[src/hdl/jsu_pkg.sv]
`default_nettype none
// ----------------------------------------------------------------------------
// JSON string unescaper package
// Shared types, character codes and small decode functions.
// ----------------------------------------------------------------------------
package jsu_pkg;

    localparam logic [7:0]  CH_QUOTE     = 8'h22;
    localparam logic [7:0]  CH_BSLASH    = 8'h5C;
    localparam logic [7:0]  CH_U         = 8'h75;

    localparam logic [7:0]  UTF8_LEAD2   = 8'hC0;
    localparam logic [7:0]  UTF8_LEAD3   = 8'hE0;
    localparam logic [7:0]  UTF8_CONT    = 8'h80;
    localparam logic [15:0] UTF8_ONE_LIM = 16'h0080;
    localparam logic [15:0] UTF8_TWO_LIM = 16'h0800;

    localparam int unsigned MAX_RES      = 4;
    localparam int unsigned RES_IDX_W    = $clog2(MAX_RES);
    localparam int unsigned RES_CNT_W    = $clog2(MAX_RES + 1);

    typedef enum logic [1:0] {
        PH_WAIT = 2'd0,
        PH_BODY = 2'd1,
        PH_ESC  = 2'd2,
        PH_HEX  = 2'd3
    } t_phase;

    typedef enum logic [1:0] {
        ST_DATA = 2'd0,
        ST_DONE = 2'd1,
        ST_ERR  = 2'd2
    } t_status;

    typedef struct packed {
        logic [7:0] data;
        t_status    status;
    } t_entry;

    // Results caused by one source byte, handed from the decoder to the
    // serializer in the cycle the byte is consumed.
    typedef struct packed {
        logic                 valid;
        logic [RES_CNT_W-1:0] cnt;
        t_entry [MAX_RES-1:0] ent;
    } t_bundle;

    function automatic logic [7:0] escape_map(input logic [7:0] e);
        logic [7:0] r;
        case (e)
            8'h6E:   r = 8'h0A;
            8'h72:   r = 8'h0D;
            8'h74:   r = 8'h09;
            8'h62:   r = 8'h08;
            8'h66:   r = 8'h0C;
            default: r = e;
        endcase
        return r;
    endfunction

    // Bit 4 flags a valid hex digit, bits 3:0 hold its value.
    function automatic logic [4:0] hex_value(input logic [7:0] h);
        logic [4:0] r;
        if (h >= 8'h30 && h <= 8'h39) begin
            r = {1'b1, 4'(h - 8'h30)};
        end else if (h >= 8'h61 && h <= 8'h66) begin
            r = {1'b1, 4'(h - 8'h57)};
        end else if (h >= 8'h41 && h <= 8'h46) begin
            r = {1'b1, 4'(h - 8'h37)};
        end else begin
            r = 5'd0;
        end
        return r;
    endfunction

endpackage
`default_nettype wire

[src/hdl/jsu_decode.sv]
`default_nettype none
// ----------------------------------------------------------------------------
// JSON string unescaper decoder
// Input register, parse state and the decode of one byte into its results.
// ----------------------------------------------------------------------------
module jsu_decode (
    input  wire logic            i_clk,
    input  wire logic            i_rst_n,
    input  wire logic            i_s_tvalid,
    output logic                 o_s_tready,
    input  wire logic [7:0]      i_s_tdata,
    input  wire logic            i_s_tlast,
    input  wire logic            i_free,
    output jsu_pkg::t_bundle     o_bundle
);
    import jsu_pkg::*;

    logic                 r_in_valid;
    logic [7:0]           r_in_byte;
    logic                 r_in_last;

    t_phase               r_phase, n_phase;
    logic [1:0]           r_hex_cnt, n_hex_cnt;
    logic [11:0]          r_cp, n_cp;

    logic                 consume;
    logic                 closed;
    logic                 failed;
    logic [4:0]           hexv;
    logic [15:0]          cp_full;
    logic [RES_CNT_W-1:0] n;
    t_entry [MAX_RES-1:0] ent;

    assign consume    = r_in_valid && i_free;
    assign o_s_tready = !r_in_valid || i_free;

    always_ff @(posedge i_clk) begin
        if (!i_rst_n) begin
            r_in_valid <= 1'b0;
        end else if (o_s_tready) begin
            r_in_valid <= i_s_tvalid;
        end
    end

    always_ff @(posedge i_clk) begin
        if (o_s_tready && i_s_tvalid) begin
            r_in_byte <= i_s_tdata;
            r_in_last <= i_s_tlast;
        end
    end

    always_ff @(posedge i_clk) begin
        if (!i_rst_n) begin
            r_phase   <= PH_WAIT;
            r_hex_cnt <= 2'd0;
            r_cp      <= 12'd0;
        end else if (consume) begin
            r_phase   <= n_phase;
            r_hex_cnt <= n_hex_cnt;
            r_cp      <= n_cp;
        end
    end

    assign hexv    = hex_value(r_in_byte);
    assign cp_full = {r_cp, hexv[3:0]};

    always_comb begin
        n_phase   = r_phase;
        n_hex_cnt = r_hex_cnt;
        n_cp      = r_cp;
        closed    = 1'b0;
        failed    = 1'b0;
        n         = '0;
        ent       = '0;

        case (r_phase)
            PH_BODY: begin
                if (r_in_byte == CH_QUOTE) begin
                    ent[n[RES_IDX_W-1:0]] = '{data: 8'd0, status: ST_DONE};
                    n      = n + 1'b1;
                    closed = 1'b1;
                end else if (r_in_byte == CH_BSLASH) begin
                    if (r_in_last) begin
                        // A trailing backslash is kept as a literal one.
                        ent[n[RES_IDX_W-1:0]] = '{data: CH_BSLASH, status: ST_DATA};
                        n = n + 1'b1;
                    end else begin
                        n_phase = PH_ESC;
                    end
                end else if (!r_in_last) begin
                    ent[n[RES_IDX_W-1:0]] = '{data: r_in_byte, status: ST_DATA};
                    n = n + 1'b1;
                end
            end
            PH_ESC: begin
                if (r_in_byte == CH_U) begin
                    n_phase   = PH_HEX;
                    n_hex_cnt = 2'd0;
                    n_cp      = 12'd0;
                end else begin
                    ent[n[RES_IDX_W-1:0]] = '{data: escape_map(r_in_byte),
                                             status: ST_DATA};
                    n       = n + 1'b1;
                    n_phase = PH_BODY;
                end
            end
            PH_HEX: begin
                if (!hexv[4]) begin
                    failed = 1'b1;
                end else if (r_hex_cnt == 2'd3) begin
                    if (cp_full < UTF8_ONE_LIM) begin
                        ent[n[RES_IDX_W-1:0]] = '{data: cp_full[7:0], status: ST_DATA};
                        n = n + 1'b1;
                    end else if (cp_full < UTF8_TWO_LIM) begin
                        ent[n[RES_IDX_W-1:0]] = '{data: UTF8_LEAD2 | {3'd0, cp_full[10:6]},
                                                 status: ST_DATA};
                        n = n + 1'b1;
                        ent[n[RES_IDX_W-1:0]] = '{data: UTF8_CONT | {2'd0, cp_full[5:0]},
                                                 status: ST_DATA};
                        n = n + 1'b1;
                    end else begin
                        ent[n[RES_IDX_W-1:0]] = '{data: UTF8_LEAD3 | {4'd0, cp_full[15:12]},
                                                 status: ST_DATA};
                        n = n + 1'b1;
                        ent[n[RES_IDX_W-1:0]] = '{data: UTF8_CONT | {2'd0, cp_full[11:6]},
                                                 status: ST_DATA};
                        n = n + 1'b1;
                        ent[n[RES_IDX_W-1:0]] = '{data: UTF8_CONT | {2'd0, cp_full[5:0]},
                                                 status: ST_DATA};
                        n = n + 1'b1;
                    end
                    n_hex_cnt = 2'd0;
                    n_cp      = 12'd0;
                    n_phase   = PH_BODY;
                end else begin
                    n_cp      = cp_full[11:0];
                    n_hex_cnt = r_hex_cnt + 2'd1;
                end
            end
            default: begin
                if (r_in_byte == CH_QUOTE) begin
                    n_phase   = PH_BODY;
                    n_hex_cnt = 2'd0;
                    n_cp      = 12'd0;
                end else begin
                    failed = 1'b1;
                end
            end
        endcase

        // A source that ends while a string is open is an error after the
        // byte itself has been decoded.
        if (closed) begin
            n_phase   = PH_WAIT;
            n_hex_cnt = 2'd0;
            n_cp      = 12'd0;
        end else if (failed || (r_in_last && n_phase != PH_WAIT)) begin
            ent[n[RES_IDX_W-1:0]] = '{data: 8'd0, status: ST_ERR};
            n         = n + 1'b1;
            n_phase   = PH_WAIT;
            n_hex_cnt = 2'd0;
            n_cp      = 12'd0;
        end
    end

    assign o_bundle = '{valid: consume, cnt: n, ent: ent};

endmodule
`default_nettype wire

[src/hdl/jsu_serial.sv]
`default_nettype none
// ----------------------------------------------------------------------------
// JSON string unescaper result serializer
// Holds the results of one byte and sends them through the output register.
// ----------------------------------------------------------------------------
module jsu_serial (
    input  wire logic             i_clk,
    input  wire logic             i_rst_n,
    input  wire jsu_pkg::t_bundle i_bundle,
    output logic                  o_free,
    output logic                  o_m_tvalid,
    input  wire logic             i_m_tready,
    output logic [7:0]            o_m_tdata,
    output logic [1:0]            o_m_tuser,
    output logic                  o_m_tlast
);
    import jsu_pkg::*;

    t_entry [MAX_RES-1:0] r_ent;
    logic [RES_CNT_W-1:0] r_cnt;
    logic                 r_out_valid;
    logic [7:0]           r_out_data;
    t_status              r_out_status;
    logic                 r_out_last;

    logic                 out_load;
    logic                 pop;

    assign out_load = !r_out_valid || i_m_tready;
    assign pop      = out_load && (r_cnt != '0);
    assign o_free   = (r_cnt == '0) || ((r_cnt == RES_CNT_W'(1)) && out_load);

    always_ff @(posedge i_clk) begin
        if (!i_rst_n) begin
            r_cnt <= '0;
        end else if (i_bundle.valid) begin
            r_cnt <= i_bundle.cnt;
        end else if (pop) begin
            r_cnt <= r_cnt - 1'b1;
        end
    end

    // Entries shift down so the next result always sits at the bottom.
    always_ff @(posedge i_clk) begin
        if (i_bundle.valid) begin
            r_ent <= i_bundle.ent;
        end else if (pop) begin
            r_ent <= {t_entry'('0), r_ent[MAX_RES-1:1]};
        end
    end

    always_ff @(posedge i_clk) begin
        if (!i_rst_n) begin
            r_out_valid <= 1'b0;
        end else if (out_load) begin
            r_out_valid <= pop;
        end
    end

    always_ff @(posedge i_clk) begin
        if (pop) begin
            r_out_data   <= r_ent[0].data;
            r_out_status <= r_ent[0].status;
            r_out_last   <= (r_cnt == RES_CNT_W'(1));
        end
    end

    assign o_m_tvalid = r_out_valid;
    assign o_m_tdata  = r_out_data;
    assign o_m_tuser  = r_out_status;
    assign o_m_tlast  = r_out_last;

endmodule
`default_nettype wire

[src/hdl/json_string_unescaper.sv]
`default_nettype none
// ----------------------------------------------------------------------------
// JSON string unescaper
// Decodes a quoted JSON string from a byte stream into raw and UTF-8 bytes.
// ----------------------------------------------------------------------------
// Usage:
//   The slave channel takes one source byte per item in tdata, with tlast set
//   on the final byte of the source. The master channel gives one result per
//   item: tdata is the decoded byte, tuser the status (data, string closed,
//   parse error) and tlast marks the final result caused by one source byte.
//   A source byte may cause no result at all, or up to four.
//   The first result of a byte passes through the input register, the decode
//   into the result buffer and the output register. Throughput: one source
//   byte per cycle while each byte causes at most one result and the
//   receiver does not stall; a byte with more results holds the input until
//   the single output register takes the last of them from the result buffer.
//   Reset clears the input, buffer and output valids and puts the parser in
//   the state that waits for an opening quote.
//   When the receiver stalls, the output holds its item, the buffer fills
//   and tready on the slave side drops until the buffer frees up.
// ----------------------------------------------------------------------------
module json_string_unescaper (
    input  wire logic       i_clk,
    input  wire logic       i_rst_n,
    input  wire logic       i_s_tvalid,
    output logic            o_s_tready,
    input  wire logic [7:0] i_s_tdata,   // [7:0] in_byte
    input  wire logic       i_s_tlast,   // end_of_source
    output logic            o_m_tvalid,
    input  wire logic       i_m_tready,
    output logic [7:0]      o_m_tdata,   // [7:0] out_byte
    output logic [1:0]      o_m_tuser,   // [1:0] status
    output logic            o_m_tlast    // last_of_run
);
    import jsu_pkg::*;

    t_bundle bundle;
    logic    free;

    jsu_decode u_decode (
        .i_clk      (i_clk),
        .i_rst_n    (i_rst_n),
        .i_s_tvalid (i_s_tvalid),
        .o_s_tready (o_s_tready),
        .i_s_tdata  (i_s_tdata),
        .i_s_tlast  (i_s_tlast),
        .i_free     (free),
        .o_bundle   (bundle)
    );

    jsu_serial u_serial (
        .i_clk      (i_clk),
        .i_rst_n    (i_rst_n),
        .i_bundle   (bundle),
        .o_free     (free),
        .o_m_tvalid (o_m_tvalid),
        .i_m_tready (i_m_tready),
        .o_m_tdata  (o_m_tdata),
        .o_m_tuser  (o_m_tuser),
        .o_m_tlast  (o_m_tlast)
    );

endmodule
`default_nettype wire
[config.mk]
export PLATFORM = sky130hd
export DESIGN_NAME = json_string_unescaper
export DESIGN_NICKNAME = d
export VERILOG_FILES = /design/src/hdl/jsu_pkg.sv /design/src/hdl/jsu_decode.sv /design/src/hdl/jsu_serial.sv /design/src/hdl/json_string_unescaper.sv
export SDC_FILE = /design/constraint.sdc
export NUM_CORES = 1
export LEC_CHECK = 0
export BUFFER_PORTS_ARGS = -buffer_cell sky130_fd_sc_hd__buf_2
export CAP_MARGIN = 5
export CORE_ASPECT_RATIO = 0.6
export CORE_MARGIN = 1
export CORE_UTILIZATION = 32
export DETAILED_ROUTE_END_ITERATION = 10
export PLACE_DENSITY = 0.55
export SLEW_MARGIN = 10
export SYNTH_ARGS = -nofsm -noshare
export SYNTH_HDL_FRONTEND = slang
export SYNTH_SLANG_ARGS = --single-unit
[constraint.sdc]
create_clock -name i_clk -period 4.27 [get_ports i_clk]
set_clock_uncertainty 0.15 [all_clocks]
set_input_delay 0.854 -clock i_clk [delete_from_list [all_inputs] [get_ports i_clk]]
set_output_delay 0.854 -clock i_clk [all_outputs]
set_load 0.005 [all_outputs]
* After elaboration in Yosys (flattened, before gate mapping)
Cells that the tools add are included.
** Operators by class
- Add/subtract/negate cells :: 6
- Order comparisons :: 10
- Equal/unequal tests :: 16
- Mux-type cells :: 66
- Bitwise operators :: 3
- Reduce and logical (&&, ||, !) cells :: 22
** Operators with widths (number)
- $mux 40 :: 4
- $mux 12 :: 6
- $mux 10 :: 7
- $mux 30 :: 2
- $eq 8x7->1 const B :: 7
- $mux 20 :: 2
- $pmux 8 s5 :: 1
- $and 27x36->36 :: 1
- $not 36->36 :: 1
- $pmux 12 s3 :: 1
- $mux 2 :: 15
- $pmux 10 s3 :: 1
- $mux 3 :: 9
- $demux 10 s2 :: 1
- $mux 18 :: 1
- $ge 8x7->1 const B :: 2
- $le 8x7->1 const B :: 2
- $lt 16x12->1 const B :: 1
- $lt 16x8->1 const B :: 1
- $mux 5 :: 3
- $pmux 2 s3 :: 2
- $logic_and 1x1->1 :: 9
- $mux 9 :: 1
- $pmux 3 s3 :: 1
- 26 further kinds :: 42
** Storage, ports and cells
- Bits in registers :: 81
- Output and inout bits :: 13
- Logic and storage cells :: 142

* Logic depth before layout (Yosys ltp)
- Depth in word-level cells :: 20
- Mapped depth :: 10
- Depth with buffers taken out :: 10

* Hierarchy
A second synthesis with hierarchy kept.
** Unflattened totals
- Cell total of the unflattened synthesis :: 393
- Area, all modules :: 4464.3 µm²
** Modules (own cells, without submodules)
- jsu_decode :: instances 1, cells an instance 263, area an instance 2235.9 µm², seq. area each 610.6 µm²
- jsu_serial :: instances 1, cells an instance 130, area an instance 2228.4 µm², seq. area each 1611.5 µm²

* Worst setup path after synthesis
No wires, ideal clock.
- Path type :: input-to-reg
- From :: in i_m_tready
- To :: reg u_serial.r_ent[0] (netlist name), enable pin
- Setup time :: 0.389 ns
- Arrival time :: 2.632 ns
- Slack :: 1.099 ns
- Cell stages on the path :: 3
- Path through :: nand2b_1 > a21boi_1 > nand2b_1
** Between the ends
- Elaborated cells between the ends (all ways) :: 6
- Classes of those cells :: reduce/logical (6)
** RTL lines
- from (decl) :: line json_string_unescaper.sv:30 : input wire logic i_m_tready,
- $logic_or 1x1->1 :: line jsu_serial.sv:29 : assign out_load = !r_out_valid || i_m_tready;
- $logic_and 1x1->1 :: line jsu_serial.sv:30 : assign pop = out_load && (r_cnt != '0);
- net u_serial.pop :: line jsu_serial.sv:27 : logic pop;
- $reduce_bool 2->1 (no line)
- to (signal assigned) :: line jsu_serial.sv:46 : r_ent <= i_bundle.ent;
- to (signal assigned) :: line jsu_serial.sv:48 : r_ent <= {t_entry'('0), r_ent[MAX_RES-1:1]};
- to (decl) :: line jsu_serial.sv:19 : t_entry [MAX_RES-1:0] r_ent;
The timed path passes the listed nets, and every way through them passes these cells.
A chain may end at the register's enable or synchronous reset.

* Final worst setup path
- From :: reg u_decode.r_in_byte[0]
- To :: reg u_serial.r_ent[17] (netlist name), data pin
** Between the ends
- Word-level cells in the longest chain between the ends :: 20
- Elaborated cells between the ends (all ways) :: 57
- Classes of those cells :: add/sub (3); order compare (10); eq/ne (3); mux (32); bitwise (2); reduce/logical (7)
** RTL lines
- from (decl) :: line jsu_decode.sv:19 : logic [7:0] r_in_byte;
- from (signal assigned) :: line jsu_decode.sv:47 : r_in_byte <= i_s_tdata;
- $ge 8x7->1 / $le 8x7->1 (equally long branches) :: line jsu_pkg.sv:68 : end else if (h >= 8'h41 && h <= 8'h46) begin
- $logic_and 1x1->1 :: line jsu_pkg.sv:68
- $mux 5 :: line jsu_pkg.sv:68
- $mux 5 :: line jsu_pkg.sv:66 : end else if (h >= 8'h61 && h <= 8'h66) begin
- $mux 5 :: line jsu_pkg.sv:64 : if (h >= 8'h30 && h <= 8'h39) begin
- $lt 16x12->1 :: line jsu_decode.sv:114 : end else if (cp_full < UTF8_TWO_LIM) begin
- $mux 1 :: line jsu_decode.sv:114
- $mux 3 :: line jsu_decode.sv:111 : if (cp_full < UTF8_ONE_LIM) begin
- [4 not listed]
- $logic_and 1x1->1 (implied by the code) :: line jsu_decode.sv:158 : ent[n[RES_IDX_W-1:0]] = '{data: 8'd0, status: ST_ERR};
- $mux 10 (implied by the code) :: line jsu_decode.sv:158
- $demux 10 s2
- $not 36->36 (no line)
- $and 27x36->36 (no line)
- $mux 40 :: line jsu_decode.sv:157 : end else if (failed || (r_in_last && n_phase != PH_WAIT)) begin
- $mux 40 * :: line jsu_decode.sv:153 : if (closed) begin
- $mux 40 * :: line jsu_serial.sv:45 : if (i_bundle.valid) begin
Mark *: on every way between the ends. The rest lies on a longest branch, timed or not.

==> flow_summary.toml <==
[critical_path]
critPathLaunchType = "flop"
r2r_slack_ps = 800
crit_type = "reg2reg"
worst-path-max-fanout = 10
critPathArrivalTime_ps = 3450
cp.required_ps = 4250
worstSetupEndpointType = "flop"

[cts]
cts_made_buffers = 9
cts-root-buf = "clkbuf_16"
cts_tree = "built"
cts_buffer_depth = 2
clock_sink_count = 68
cts_resized = 0
post_cts_buffers = 0
cts.clk_slew.worst_paths_ps = 60
hold_buffers = 0
worstSkewPairLatency_ps = 340
htree_levels = 3

[global_routing]
gr-total-overflow = 0
grt_pass1_vias = 2743
grt_max_degree = 31
grt_pass1_wl_mm = 14.84
antenna_found_initial = 0
grt.total_usage_pct = 16.77

[synthesis]
ys_types = 66
synth.avg_cell_area_um2 = 10.46
synth_fp_nets = 375
seq_area_frac_synth_pct = 50.15
ys.flop_type = "edfxtp_1"
synth-edff-count = 47
ys_seq_elements = 68
synthTopCellsByArea = "edfxtp_1, dfxtp_1, ha_1, nand2_1, a21oi_1"
yosysWarningCount = 0
synth_top_area_share_pct = 38.64
synthCells = 349
syn-cell-area_mm2 = 0.003652
async_flop_share_pct = 0
yosysTopAreaCell = "edfxtp_1"

[pwr]
power.density_mw_per_mm2 = 579.6
leakage_nw = 1.511
finalPower_mw = 2.448
vdd_drop_max_v = 0.0002106

[die]
dieArea_mm2 = 0.01186
core_area_mm2 = 0.01085
rows = 29
start_util_pct = 33.66
die_h_um = 84.75
top_level_ports = 26
dieWidth_um = 139.9

[timing]
tightestPinTransition_ps = 1121
layout_setup_ws_ps = 800.6
hold_viol_final = 0
min_period_over_period_pct = 81.25
setup_viol_count_final = 0
fmax_mhz = 288.2
relSlewSlack_pct = 24.75
fin_hold_ws_ps = 267.0
rsz0062_at_grt = "no"
maxSlewViolCount = 0
fin_crit_ps = 3469
fin_setup_tns_ps = 0

[final_layout]
nets = 398
syn2layout_area_growth_pct = 15.66
n_antenna_cell = 0
drive_above_1_share_pct = 14.85

[placement]
io_buffers = 25
place_ws_ps = 884.6
place.gp.congestion = 0.8904
hpwlAfterDp_mm = 6.711

[min_path]
hold_path.class = "reg2reg"

[detailed_routing]
antenna_left = 0
drt-pass1-iter-count = 5
vias = 2885
drt-total-wl_mm = 9.229
drt_iter0_markers = 255
via_per_inst = 5.591
drc = 0
wl_per_cell_um = 17.89

[outcome]
status = "finished, final reports clean"

[flow_run]
drv_cap = 0
[final cells by class]
cell class / count / area (um^2)
multi-input combinational: 255 / 1705
timing repair buffer: 29 / 155.1
clock buffer: 9 / 225.2
inverter: 9 / 33.78
fill: 1057 / 6625
tap: 139 / 173.9
sequential: 68 / 1832
clock inverter: 7 / 98.84
[registers in the layout, indices dropped and copies added, names as in the netlist]
signal and cells:
u_decode.r_cp 12, u_decode.r_hex_cnt 2, u_decode.r_in_byte 8, u_decode.r_in_last 1, u_decode.r_in_valid 1, u_decode.r_phase 2, u_serial.o_m_tdata 8, u_serial.o_m_tlast 1
u_serial.o_m_tuser 2, u_serial.o_m_tvalid 1, u_serial.r_cnt 3, u_serial.r_ent 27
[power breakdown]
group | switching (mW) | leakage (nW) | internal [mW]
clock network | 0.290 | 0.156 | 0.514
registers | 0.0981 | 0.644 | 1.02
logic | 0.332 | 0.711 | 0.196
total | 0.720 | 1.51 | 1.73
[synth_stat cells (3+ instances only)]
cell	number
edfxtp_1	47
nand2_1	27
dfxtp_1	21
nor2_1	21
a21oi_1	20
o21ai_0	18
nor2b_1	16
ha_1	13
nand3_1	12
a22oi_1	11
a31oi_1	10
clkbuf_1	10
nand2b_1	10
a22o_1	9
inv_1	9
and2_1	7
nor3_1	7
buf_2	5
o21ai_1	5
a21o_1	4
a2111oi_0	3
a211oi_1	3
a32oi_1	3
nor4_1	3
o211ai_1	3
xnor2_1	3
[through the flow]
stage | cell area (um^2) | util (%) | std cells
floorplan | 3652 | - | 349
global placement | 3900 | 35.95 | 500
detailed placement | 3900 | 35.95 | 500
CTS | 4224 | 38.93 | 516
global route | 4224 | 38.93 | 516
finish | 4224 | 38.93 | 516
[path summary, 6_finish.rpt]
path	depth (start not counted)	startpoint	endpoint
max reg2reg	10	u_decode.r_in_byte[0]$_DFFE_PP_	u_serial.r_ent[17]$_DFFE_PP_
min reg2reg	0	u_serial.r_ent[6]$_DFFE_PP_	u_serial.o_m_tdata[4]$_DFFE_PP_
min	0	u_serial.r_ent[6]$_DFFE_PP_	u_serial.o_m_tdata[4]$_DFFE_PP_
max	10	u_decode.r_in_byte[0]$_DFFE_PP_	u_serial.r_ent[17]$_DFFE_PP_
[per-layer routing]
metal / GRT usage (%) / part of all wire (%) / vias up
met5: 0 / 0 / -
met1: 23.93 / 50 / 1364
met2: 21.95 / 39 / 130
met3: 6.788 / 9.6 / 12
li1: - / - / 1379
met4: 6.993 / 1.3 / 0
[cells by family (layout without fill, tap and decap cells)]
group,count (synthesis),in the layout,synth area share (%)
adders and majority gates,13,13,4.454
buffers and inverters,26,54,3.152
AOI/OAI and AO/OA,116,116,22.75
muxes,2,2,0.5824
DFF,68,68,50.15
and+or+nand+nor,121,121,18.19
xor gates and xnor gates,3,3,0.7196
[critical path, cell delays in order, from the launching register on]
cell	delay, ps
edfxtp_1	520
inv_1	200
ha_1	310
nor2_1	90
o211ai_1	310
a21oi_2	210
nor3_1	540
inv_1	140
ha_1	250
and2_1	190
o41ai_2	360
[cells in the final DEF (no fill, tap or decap), types with 2 or more instances in the layout]
| cell | n |
|---|---|
| a2111oi_0 | 3 |
| a22o_1 | 9 |
| a32oi_1 | 3 |
| nand3_1 | 12 |
| and2b_1 | 2 |
| a21o_1 | 4 |
| a22oi_1 | 11 |
| nand2_1 | 27 |
| nor2_1 | 21 |
| nand4_1 | 2 |
| o21ai_0 | 18 |
| a2bb2oi_1 | 2 |
| a21oi_1 | 20 |
| bufinv_16 | 2 |
| xnor2_1 | 3 |
| inv_1 | 9 |
| dfxtp_1 | 21 |
| buf_2 | 25 |
| o21ai_1 | 5 |
| and2_1 | 7 |
| edfxtp_1 | 47 |
| nor4_1 | 3 |
| ha_1 | 13 |
| and3_1 | 2 |
| a211oi_1 | 3 |
| o22ai_1 | 2 |
| o31ai_1 | 2 |
| nor3_1 | 7 |
| nor2b_1 | 16 |
| a21boi_0 | 2 |
| a31oi_1 | 10 |
| clkinv_4 | 2 |
| a21oi_2 | 2 |
| clkbuf_16 | 9 |
| o21bai_1 | 2 |
| o211ai_1 | 3 |
| buf_4 | 4 |
| nand2b_1 | 10 |
Power figures use the tool's default switching activity.
